===== src/hw/rtl/hsv2rgb_pkg.sv =====
// ============================================================================
// hsv2rgb_pkg: shared constants and types for the HSV to RGB converter
// Sector codes, scale factors and reciprocal constants used by the pipeline.
// ============================================================================
package hsv2rgb_pkg;

    // field widths
    localparam int unsigned HUE_W  = 13;
    localparam int unsigned CHAN_W = 8;
    localparam int unsigned REM_W  = 10;

    // one sector is 60 degrees in sixteenths of a degree
    localparam int unsigned SECTOR_SPAN = 960;
    localparam int unsigned FULL_SCALE  = 255;
    localparam int unsigned DEN         = SECTOR_SPAN * FULL_SCALE;   // 244800
    localparam int unsigned DEN_W       = 18;

    // hue / 960 = (hue >> 6) / 15, and x / 15 = (x * 137) >> 11 for x < 128
    localparam int unsigned DIV15_MUL   = 137;
    localparam int unsigned DIV15_SHIFT = 11;

    // z / 3825 estimate: floor(z * floor(2^32 / 3825) / 2^32), low by at most one
    localparam int unsigned DIV3825     = DEN / 64;
    localparam int unsigned RECIP3825   = 1122867;

    // x / 255 estimate: floor(x * 257 / 2^16), low by at most one
    localparam int unsigned RECIP255    = 257;

    // color wheel sectors
    typedef enum logic [2:0] {
        SEC_RED_YELLOW   = 3'd0,
        SEC_YELLOW_GREEN = 3'd1,
        SEC_GREEN_CYAN   = 3'd2,
        SEC_CYAN_BLUE    = 3'd3,
        SEC_BLUE_MAGENTA = 3'd4,
        SEC_MAGENTA_RED  = 3'd5
    } sector_t;

endpackage


===== src/hw/rtl/hsv_to_rgb_converter.sv =====
// ============================================================================
// hsv_to_rgb_converter: six-sector HSV to 8-bit RGB pixel converter
// Each pixel passes through the stage 1 to stage 4 registers and the output register.
// Throughput: one pixel per cycle; the whole five-stage pipeline holds
// while the output register is full and not taken.
// Reset clears the stage valid bits only; the data path registers are not reset.
// ============================================================================
module hsv_to_rgb_converter
(
    input  logic        clk,
    input  logic        rst_n,
    // input stream
    input  logic        s_axis_tvalid,
    output logic        s_axis_tready,
    input  logic [31:0] s_axis_tdata,   // hue[12:0], saturation[20:13], brightness[28:21]
    // output stream
    output logic        m_axis_tvalid,
    input  logic        m_axis_tready,
    output logic [23:0] m_axis_tdata    // red[7:0], green[15:8], blue[23:16]
);

    localparam int unsigned HW = hsv2rgb_pkg::HUE_W;
    localparam int unsigned CW = hsv2rgb_pkg::CHAN_W;
    localparam int unsigned RW = hsv2rgb_pkg::REM_W;
    localparam int unsigned DW = hsv2rgb_pkg::DEN_W;

    // whole pipeline advances together unless the output is blocked
    logic advance;
    assign advance       = m_axis_tready || !m_axis_tvalid;
    assign s_axis_tready = advance;

    // ------------------------------------------------------------------
    // stage 1: sector and remainder
    // ------------------------------------------------------------------
    logic [HW-1:0]  hue_in;
    logic [CW-1:0]  sat_in;
    logic [CW-1:0]  val_in;
    logic [14:0]    quot_prod;
    logic [3:0]     quot;
    logic [HW-1:0]  quot_span;
    logic [HW-1:0]  rem_full;
    logic [RW-1:0]  rem_next;
    hsv2rgb_pkg::sector_t sector_next;

    assign hue_in = s_axis_tdata[12:0];
    assign sat_in = s_axis_tdata[20:13];
    assign val_in = s_axis_tdata[28:21];

    always_comb
    begin
        quot_prod = 15'({8'd0, hue_in[HW-1:6]} * 15'(hsv2rgb_pkg::DIV15_MUL));
        quot      = quot_prod[hsv2rgb_pkg::DIV15_SHIFT +: 4];
        quot_span = HW'({9'd0, quot} * HW'(hsv2rgb_pkg::SECTOR_SPAN));
        rem_full  = hue_in - quot_span;
        rem_next  = rem_full[RW-1:0];
        // hue past a full turn wraps back to the first sectors
        if (quot >= 4'd6)
        begin
            sector_next = hsv2rgb_pkg::sector_t'(3'(quot - 4'd6));
        end
        else
        begin
            sector_next = hsv2rgb_pkg::sector_t'(quot[2:0]);
        end
    end

    logic                 s1_valid_reg;
    hsv2rgb_pkg::sector_t s1_sector_reg;
    logic [RW-1:0]        s1_rem_reg;
    logic [CW-1:0]        s1_sat_reg;
    logic [CW-1:0]        s1_val_reg;

    always_ff @(posedge clk or negedge rst_n)
    begin
        if (!rst_n)
        begin
            s1_valid_reg <= 1'b0;
        end
        else if (advance)
        begin
            s1_valid_reg <= s_axis_tvalid;
        end
    end

    always_ff @(posedge clk)
    begin
        if (advance)
        begin
            s1_sector_reg <= sector_next;
            s1_rem_reg    <= rem_next;
            s1_sat_reg    <= sat_in;
            s1_val_reg    <= val_in;
        end
    end

    // ------------------------------------------------------------------
    // stage 2: saturation products and numerators
    // ------------------------------------------------------------------
    logic [DW-1:0] rem_sat;
    logic [DW-1:0] crem_sat;
    logic [RW-1:0] crem;
    logic [DW-1:0] dq_next;
    logic [DW-1:0] dt_next;
    logic [15:0]   pn_next;

    always_comb
    begin
        crem     = RW'(hsv2rgb_pkg::SECTOR_SPAN) - s1_rem_reg;
        rem_sat  = DW'({8'd0, s1_rem_reg} * {10'd0, s1_sat_reg});
        crem_sat = DW'({8'd0, crem} * {10'd0, s1_sat_reg});
        dq_next  = DW'(hsv2rgb_pkg::DEN) - rem_sat;
        dt_next  = DW'(hsv2rgb_pkg::DEN) - crem_sat;
        pn_next  = 16'({8'd0, s1_val_reg} * {8'd0, CW'(hsv2rgb_pkg::FULL_SCALE) - s1_sat_reg});
    end

    logic                 s2_valid_reg;
    hsv2rgb_pkg::sector_t s2_sector_reg;
    logic [DW-1:0]        s2_dq_reg;
    logic [DW-1:0]        s2_dt_reg;
    logic [15:0]          s2_pn_reg;
    logic [CW-1:0]        s2_val_reg;

    always_ff @(posedge clk or negedge rst_n)
    begin
        if (!rst_n)
        begin
            s2_valid_reg <= 1'b0;
        end
        else if (advance)
        begin
            s2_valid_reg <= s1_valid_reg;
        end
    end

    always_ff @(posedge clk)
    begin
        if (advance)
        begin
            s2_sector_reg <= s1_sector_reg;
            s2_dq_reg     <= dq_next;
            s2_dt_reg     <= dt_next;
            s2_pn_reg     <= pn_next;
            s2_val_reg    <= s1_val_reg;
        end
    end

    // ------------------------------------------------------------------
    // stage 3: scale numerators by brightness
    // ------------------------------------------------------------------
    logic [25:0] yq_next;
    logic [25:0] yt_next;

    assign yq_next = 26'({18'd0, s2_val_reg} * {8'd0, s2_dq_reg});
    assign yt_next = 26'({18'd0, s2_val_reg} * {8'd0, s2_dt_reg});

    logic                 s3_valid_reg;
    hsv2rgb_pkg::sector_t s3_sector_reg;
    logic [25:0]          s3_yq_reg;
    logic [25:0]          s3_yt_reg;
    logic [15:0]          s3_pn_reg;
    logic [CW-1:0]        s3_val_reg;

    always_ff @(posedge clk or negedge rst_n)
    begin
        if (!rst_n)
        begin
            s3_valid_reg <= 1'b0;
        end
        else if (advance)
        begin
            s3_valid_reg <= s2_valid_reg;
        end
    end

    always_ff @(posedge clk)
    begin
        if (advance)
        begin
            s3_sector_reg <= s2_sector_reg;
            s3_yq_reg     <= yq_next;
            s3_yt_reg     <= yt_next;
            s3_pn_reg     <= s2_pn_reg;
            s3_val_reg    <= s2_val_reg;
        end
    end

    // ------------------------------------------------------------------
    // stage 4: reciprocal quotient estimates
    // ------------------------------------------------------------------
    logic [19:0] zq_next;
    logic [19:0] zt_next;
    logic [40:0] eq_prod;
    logic [40:0] et_prod;
    logic [23:0] ep_prod;

    always_comb
    begin
        // divide by 64 first, then by 3825
        zq_next = s3_yq_reg[25:6];
        zt_next = s3_yt_reg[25:6];
        eq_prod = 41'({21'd0, zq_next} * 41'(hsv2rgb_pkg::RECIP3825));
        et_prod = 41'({21'd0, zt_next} * 41'(hsv2rgb_pkg::RECIP3825));
        ep_prod = 24'({8'd0, s3_pn_reg} * 24'(hsv2rgb_pkg::RECIP255));
    end

    logic                 s4_valid_reg;
    hsv2rgb_pkg::sector_t s4_sector_reg;
    logic [19:0]          s4_zq_reg;
    logic [19:0]          s4_zt_reg;
    logic [15:0]          s4_pn_reg;
    logic [CW-1:0]        s4_eq_reg;
    logic [CW-1:0]        s4_et_reg;
    logic [CW-1:0]        s4_ep_reg;
    logic [CW-1:0]        s4_val_reg;

    always_ff @(posedge clk or negedge rst_n)
    begin
        if (!rst_n)
        begin
            s4_valid_reg <= 1'b0;
        end
        else if (advance)
        begin
            s4_valid_reg <= s3_valid_reg;
        end
    end

    always_ff @(posedge clk)
    begin
        if (advance)
        begin
            s4_sector_reg <= s3_sector_reg;
            s4_zq_reg     <= zq_next;
            s4_zt_reg     <= zt_next;
            s4_pn_reg     <= s3_pn_reg;
            s4_eq_reg     <= eq_prod[39:32];
            s4_et_reg     <= et_prod[39:32];
            s4_ep_reg     <= ep_prod[23:16];
            s4_val_reg    <= s3_val_reg;
        end
    end

    // ------------------------------------------------------------------
    // stage 5: estimate correction and sector mux
    // ------------------------------------------------------------------
    logic [19:0]   rq;
    logic [19:0]   rt;
    logic [15:0]   rp;
    logic [CW-1:0] q_fix;
    logic [CW-1:0] t_fix;
    logic [CW-1:0] p_fix;
    logic [CW-1:0] red_next;
    logic [CW-1:0] green_next;
    logic [CW-1:0] blue_next;

    always_comb
    begin
        rq = s4_zq_reg - 20'({12'd0, s4_eq_reg} * 20'(hsv2rgb_pkg::DIV3825));
        rt = s4_zt_reg - 20'({12'd0, s4_et_reg} * 20'(hsv2rgb_pkg::DIV3825));
        rp = s4_pn_reg - 16'({8'd0, s4_ep_reg} * 16'(hsv2rgb_pkg::FULL_SCALE));
        q_fix = (rq >= 20'(hsv2rgb_pkg::DIV3825))    ? s4_eq_reg + 8'd1 : s4_eq_reg;
        t_fix = (rt >= 20'(hsv2rgb_pkg::DIV3825))    ? s4_et_reg + 8'd1 : s4_et_reg;
        p_fix = (rp >= 16'(hsv2rgb_pkg::FULL_SCALE)) ? s4_ep_reg + 8'd1 : s4_ep_reg;
    end

    always_comb
    begin
        unique case (s4_sector_reg)
            hsv2rgb_pkg::SEC_RED_YELLOW:
            begin
                red_next = s4_val_reg; green_next = t_fix;      blue_next = p_fix;
            end
            hsv2rgb_pkg::SEC_YELLOW_GREEN:
            begin
                red_next = q_fix;      green_next = s4_val_reg; blue_next = p_fix;
            end
            hsv2rgb_pkg::SEC_GREEN_CYAN:
            begin
                red_next = p_fix;      green_next = s4_val_reg; blue_next = t_fix;
            end
            hsv2rgb_pkg::SEC_CYAN_BLUE:
            begin
                red_next = p_fix;      green_next = q_fix;      blue_next = s4_val_reg;
            end
            hsv2rgb_pkg::SEC_BLUE_MAGENTA:
            begin
                red_next = t_fix;      green_next = p_fix;      blue_next = s4_val_reg;
            end
            hsv2rgb_pkg::SEC_MAGENTA_RED:
            begin
                red_next = s4_val_reg; green_next = p_fix;      blue_next = q_fix;
            end
            default:
            begin
                red_next = s4_val_reg; green_next = p_fix;      blue_next = q_fix;
            end
        endcase
    end

    // output register
    logic          out_valid_reg;
    logic [CW-1:0] red_reg;
    logic [CW-1:0] green_reg;
    logic [CW-1:0] blue_reg;

    always_ff @(posedge clk or negedge rst_n)
    begin
        if (!rst_n)
        begin
            out_valid_reg <= 1'b0;
        end
        else if (advance)
        begin
            out_valid_reg <= s4_valid_reg;
        end
    end

    always_ff @(posedge clk)
    begin
        if (advance)
        begin
            red_reg   <= red_next;
            green_reg <= green_next;
            blue_reg  <= blue_next;
        end
    end

    assign m_axis_tvalid = out_valid_reg;
    assign m_axis_tdata  = {blue_reg, green_reg, red_reg};

    // ------------------------------------------------------------------
    // assertions
    // ------------------------------------------------------------------
    a_rem_in_sector: assert property (@(posedge clk) disable iff (!rst_n)
        s1_valid_reg |-> (s1_rem_reg < RW'(hsv2rgb_pkg::SECTOR_SPAN)))
        else $error("sector remainder out of range");

    a_num_bounded: assert property (@(posedge clk) disable iff (!rst_n)
        s2_valid_reg |-> (s2_dq_reg <= DW'(hsv2rgb_pkg::DEN)
                          && s2_dt_reg <= DW'(hsv2rgb_pkg::DEN)))
        else $error("numerator exceeds full-scale denominator");

    a_corr_single_step: assert property (@(posedge clk) disable iff (!rst_n)
        s4_valid_reg |-> (rq < 20'(2 * hsv2rgb_pkg::DIV3825)
                          && rt < 20'(2 * hsv2rgb_pkg::DIV3825)
                          && rp < 16'(2 * hsv2rgb_pkg::FULL_SCALE)))
        else $error("reciprocal estimate off by more than one");

    a_terms_below_value: assert property (@(posedge clk) disable iff (!rst_n)
        s4_valid_reg |-> (q_fix <= s4_val_reg && t_fix <= s4_val_reg
                          && p_fix <= s4_val_reg))
        else $error("channel term exceeds brightness");

    a_stall_holds_pipe: assert property (@(posedge clk) disable iff (!rst_n)
        (m_axis_tvalid && !m_axis_tready) |=>
            ($stable(m_axis_tdata) && m_axis_tvalid
             && $stable({s1_valid_reg, s2_valid_reg, s3_valid_reg, s4_valid_reg})))
        else $error("pipeline moved during output stall");

endmodule


===== config.mk =====
export PLATFORM = sky130hd
export DESIGN_NAME = hsv_to_rgb_converter
export DESIGN_NICKNAME = d
export VERILOG_FILES = /design/src/hw/rtl/hsv2rgb_pkg.sv /design/src/hw/rtl/hsv_to_rgb_converter.sv
export SDC_FILE = /design/constraint.sdc
export NUM_CORES = 2
export LEC_CHECK = 0
export BUFFER_PORTS_ARGS = -buffer_cell sky130_fd_sc_hd__buf_2
export CAP_MARGIN = 20
export CORE_ASPECT_RATIO = 0.8
export CORE_MARGIN = 8
export CORE_UTILIZATION = 25
export CTS_CLUSTER_DIAMETER = 50
export DETAILED_ROUTE_END_ITERATION = 6
export GPL_ROUTABILITY_DRIVEN = 0
export GPL_TIMING_DRIVEN = 0
export PLACE_DENSITY = 0.44
export SLEW_MARGIN = 20
export SYNTH_ARGS = -nofsm -noshare
export SYNTH_HDL_FRONTEND = slang
export SYNTH_SLANG_ARGS = --single-unit
export TNS_END_PERCENT = 30

===== constraint.sdc =====
create_clock -name clk -period 13.6 [get_ports clk]
set_input_delay 4.08 -clock clk [delete_from_list [all_inputs] [get_ports clk]]
set_output_delay 4.08 -clock clk [all_outputs]
set_load 0.03 [all_outputs]

# Yosys cells after proc, flatten, opt, wreduce, memory -nomap -nowiden
# Index checks and enable logic that the tools add are counted.
[word_totals]
in_bits = 36
output_inout_bits = 26
wordCells = 77
ff_bits = 291
[classes]
eq_ne = 4
n_lt_le_gt_ge = 4
n_mux = 7
mul = 13
add_sub_neg = 12
n_reduce_logical = 7
[op_table]
columns = ["op", "count"]
rows = [
  ["20-bit by 21-bit multiplier with 40-bit output, second input constant", 2],
  ["8-bit case mux with 3 select lines", 3],
  ["8-bit by 18-bit multiplier with 26-bit output", 2],
  ["20-bit by 12-bit greater-or-equal comparator with 1-bit output, second input constant", 2],
  ["8-bit by 12-bit multiplier with 20-bit output, second input constant", 2],
  ["20-bit subtractor", 2],
  ["10-bit by 8-bit multiplier with 18-bit output", 2],
  ["18-bit subtractor, first input constant", 2],
  ["8-bit by 1-bit adder with 8-bit output, second input constant", 3],
  ["16-bit by 9-bit multiplier with 24-bit output, second input constant", 1],
  ["8-bit 2-to-1 mux", 3],
  ["16-bit by 8-bit greater-or-equal comparator with 1-bit output, second input constant", 1],
  ["8-bit by 8-bit multiplier with 16-bit output", 1],
  ["8-bit by 8-bit multiplier with 16-bit output, second input constant", 1],
  ["16-bit subtractor", 1],
  ["7-bit by 8-bit multiplier with 15-bit output, second input constant", 1],
  ["10-bit subtractor", 1],
  ["10-bit subtractor, first input constant", 1],
  ["2-bit OR reduction", 4],
  ["8-bit subtractor, first input constant", 1],
  ["3-bit by 2-bit == test with 1-bit output, second input constant", 2],
  ["4-bit by 3-bit greater-or-equal comparator with 1-bit output, second input constant", 1],
  ["4-bit by 1-bit multiplier with 4-bit output, second input constant", 1],
  ["3-bit by 1-bit == test with 1-bit output, second input constant", 1],
  ["other kinds (6)", 6],
]

# Depth between registers and ports, before layout
[logic_depth]
ltp_word = 5
depth_mapped = 25
mapped_depth_nobuf = 25

# Least setup slack after synthesis
# Ideal clock, no wire load.
[synth_path]
path_kind = "input port to output port"
start = "in m_axis_tready"
end = "out s_axis_tready"
n_path_buf = 0
required_time_ps = 9520
setup_slack_ps = -150
cell_stages = 2
t_arrival_ps = 9670
cell_sequence = "nor2b_1 -> inv_1"
[synth_via]
elab_chain_cells = 1
[synth_lines]
columns = ["item", "line", "rtl"]
rows = [
  ["start: declaration", "hsv_to_rgb_converter.sv:18", "input logic m_axis_tready,"],
  ["1-bit logical OR", "hsv_to_rgb_converter.sv:29", "assign advance = m_axis_tready || !m_axis_tvalid;"],
  ["end: declaration", "hsv_to_rgb_converter.sv:14", "output logic s_axis_tready,"],
]
# No other way between the ends.

# Worst setup path in the final report
# Ends and elaborated chain as after synthesis.

==> reports/metrics.yaml <==
critical_path:
  cp_max_fo: 30
  cp_slowest_cell: "clkinvlp_4"
  crit_path_end_kind: "output port"
  critical_path.most_common_cell: "buf_12"
  crit_family: "buffers and inverters"
  start_kind: "input pin"
  worstPathRequired_ps: 9520
  cpPeakStageDelay_ps: 430
  crit_type: "in2out"
  critPathArrivalTime_ps: 5930
  critPathBufInv: 6
  crit_chain: "buf_2 -> nor2b_1 -> clkinvlp_4 -> buf_12 -> buf_12 -> buf_12 -> buf_2"
synthesis:
  async_flop_share: 0.0180
  yosys.cell_types.count: 96
  muxShareOfSynthArea: 0.00454
  synthTopCellsByArea: "fa_1 28%, ha_1 23%, edfxtp_1 18%"
  synth.net_count: 5822
  synth_edf_count: 273
  synth_compound_area_frac: 0.0698
  synth_largest_area_cell: "fa_1"
  ys_seq_elements: 278
  synth-xor-area-share: 0.0315
  synthSimpleGateAreaFrac: 0.114
  yosysWarnings: 0
  synth_top_area_frac: 0.276
  ys.flop_type: "edfxtp_1"
  postSynthAreaPerCell_sq_um: 10.2
  netlist_area_sq_um: 44400
  synth_top_family_by_area: "adder cells"
  ys_seq_area_frac: 0.188
  syn_inst: 4369
  synthAdderAreaFrac: 0.503
clocking:
  h-tree-depth: 2
  cts.sinks: 278
  cts.path.max_buffers: 3
  post_cts_resized: 0
  root_buffer: "clkbuf_16"
  cts_buffers: 42
  clk_latency_ps: 590
  tritoncts: "done"
  path_clk_slew_ps: 50
  cts_hold_buf: 0
  post_cts_buffers: 0
cells_and_area:
  drive_gt1_frac: 0.0403
  nets: 5933
  postLayoutCellArea_sq_um: 49200
  syn2layout_area_growth_pct: 10.9
sta:
  rsz0062_at_grt: "no"
  hold_viol: 0
  max_freq_mhz: 99.9
  slew_violations: 0
  fin_skew_ps: 24.3
  period_minus_slack_ps: 10010
  worst_slew_pin_slew_ps: 982
  slew_headroom: 0.345
  finalCritPeriodShare: 0.736
  final-setup-viol-count: 0
detailed_routing:
  wl_per_cell_um: 15.9
  vias: 29400
  wirelength_um: 109000
  routed_via_density: 4.27
  drt_iter0_drc: 1553
  drtPass1Iterations: 5
  postRouteAntennaNets: 0
  post-route-drc-count: 0
global_route:
  grt_pass1_vias: 31200
  gr-total-overflow: 0
  grt_pass1_wl_um: 177000
  antenna_found_initial: 6
  track_usage: 0.116
  grt_start_max_net_pins: 35
placement:
  io_buffers: 58
  hpwlAfterDp_um: 92000
  placed_area_sq_um: 47800
die:
  die_w_um: 487
  start_util: 0.251
  coreArea_sq_um: 177000
  die_h_um: 393
  pin_count: 62
  num_rows: 138
  die-area_sq_um: 191000
hold_path:
  hold_path_class: "reg2reg"
job:
  maxCapViolCount: 0
outcome:
  outcome: "complete, no violations"
layer usage:
layer / up-vias / wire length [um] / GRT usage
met4: 0 / 1790 / 0.0222
met3: 87 / 4240 / 0.0142
met5: - / 0 / 0
met1: 14500 / 58400 / 0.178
met2: 438 / 45100 / 0.175
li1: 14400 / - / -
cells in the final DEF, fill, tap and decap left out, types with 41 or more instances in the layout:
| cell type | n |
|---|---|
| nor2_1 | 125 |
| a21oi_1 | 114 |
| buf_2 | 60 |
| xor2_1 | 42 |
| nand3_1 | 41 |
| clkbuf_1 | 75 |
| a21o_1 | 47 |
| fa_1 | 613 |
| ha_1 | 804 |
| inv_1 | 967 |
| edfxtp_1 | 273 |
| xnor2_1 | 116 |
| nand2b_1 | 48 |
| and2_1 | 234 |
| o21ai_0 | 99 |
| nor2b_1 | 63 |
| nand2_1 | 312 |
| clkbuf_16 | 43 |
through the flow:
step,cells,setup WS [ps],TNS (ps),util,hold WS [ps]
after floorplan,4369,1890,0,-,400
after global placement,6807,-1700,-1700,0.270,404
after detailed placement,6816,3550,0,0.271,405
after CTS,6891,3560,0,0.279,417
after global routing,6892,3430,0,0.279,424
final,6892,3590,0,0.279,417
final timing paths:
| check | from | endpoint | slack, ps | cells past startpoint |
|---|---|---|---|---|
| setup / recovery | m_axis_tready | s_axis_tready | 3590 | 7 |
| hold / removal | s2_pn_reg[12] | s3_pn_reg[12] | 420 | 0 |
| setup reg to reg | s3_yt_reg[21] | s4_et_reg[7] | 6060 | 21 |
| hold reg to reg | s2_pn_reg[12] | s3_pn_reg[12] | 420 | 0 |
| max in group asynchronous | rst_n | s1_valid_reg | 10160 | 1 |
| min in group asynchronous | rst_n | m_axis_tvalid | 3310 | 1 |
cell type report:
type | count | area [sq um]
diodes | 1 | 2.50
plain buffers | 77 | 305
clock buffers | 51 | 1120
clock inverters | 24 | 284
fillers | 18600 | 127000
inverters | 968 | 3640
multi-input cells | 3046 | 32100
flip-flops and latches | 278 | 8320
well taps | 2380 | 2980
repair buffers | 67 | 470
worst register-to-register path, cell delays in order (launching register included):
cell and delay, ps:
edfxtp_1 610, ha_1 450, ha_1 320, fa_1 530
inv_1 50, fa_1 540, inv_1 70, fa_1 510
fa_1 580, fa_1 460, ha_1 370, a21o_1 230
a21o_1 180, a21oi_1 150, nor2_1 70, or4_1 610
or3_1 380, a21oi_1 490, nor4_1 190, nor4_1 240
nor3_1 120, xnor2_1 140
Yosys cell counts (all sizes together) (14+ instances only):
| cell type | count |
|---|---|
| o21ai | 104 |
| or2 | 18 |
| and2 | 235 |
| clkbuf | 68 |
| nor3 | 39 |
| nand3 | 43 |
| inv | 968 |
| xor2 | 42 |
| fa | 613 |
| nand2 | 312 |
| a21o | 48 |
| a21oi | 115 |
| mux2i | 19 |
| o21a | 29 |
| ha | 804 |
| nor3b | 14 |
| a31oi | 20 |
| nand2b | 48 |
| a21boi | 19 |
| nor2b | 63 |
| edfxtp | 273 |
| nor2 | 125 |
| o211ai | 24 |
| nand4 | 24 |
| xnor2 | 117 |
logic make-up (layout without fill, tap and decap cells):
kind of cell / count (synthesis) / in the layout
adders and majority gates: 1418 / 1418
and+or+nand+nor: 983 / 983
AOI/OAI and AO/OA: 466 / 466
muxes: 20 / 20
xor gates and xnor gates: 159 / 159
other: 0 / 1
buffers and inverters: 1045 / 1187
DFF: 278 / 278
Power is not shown: default switching activity piles up to over one toggle a cycle in this logic, so the estimate is an artifact.
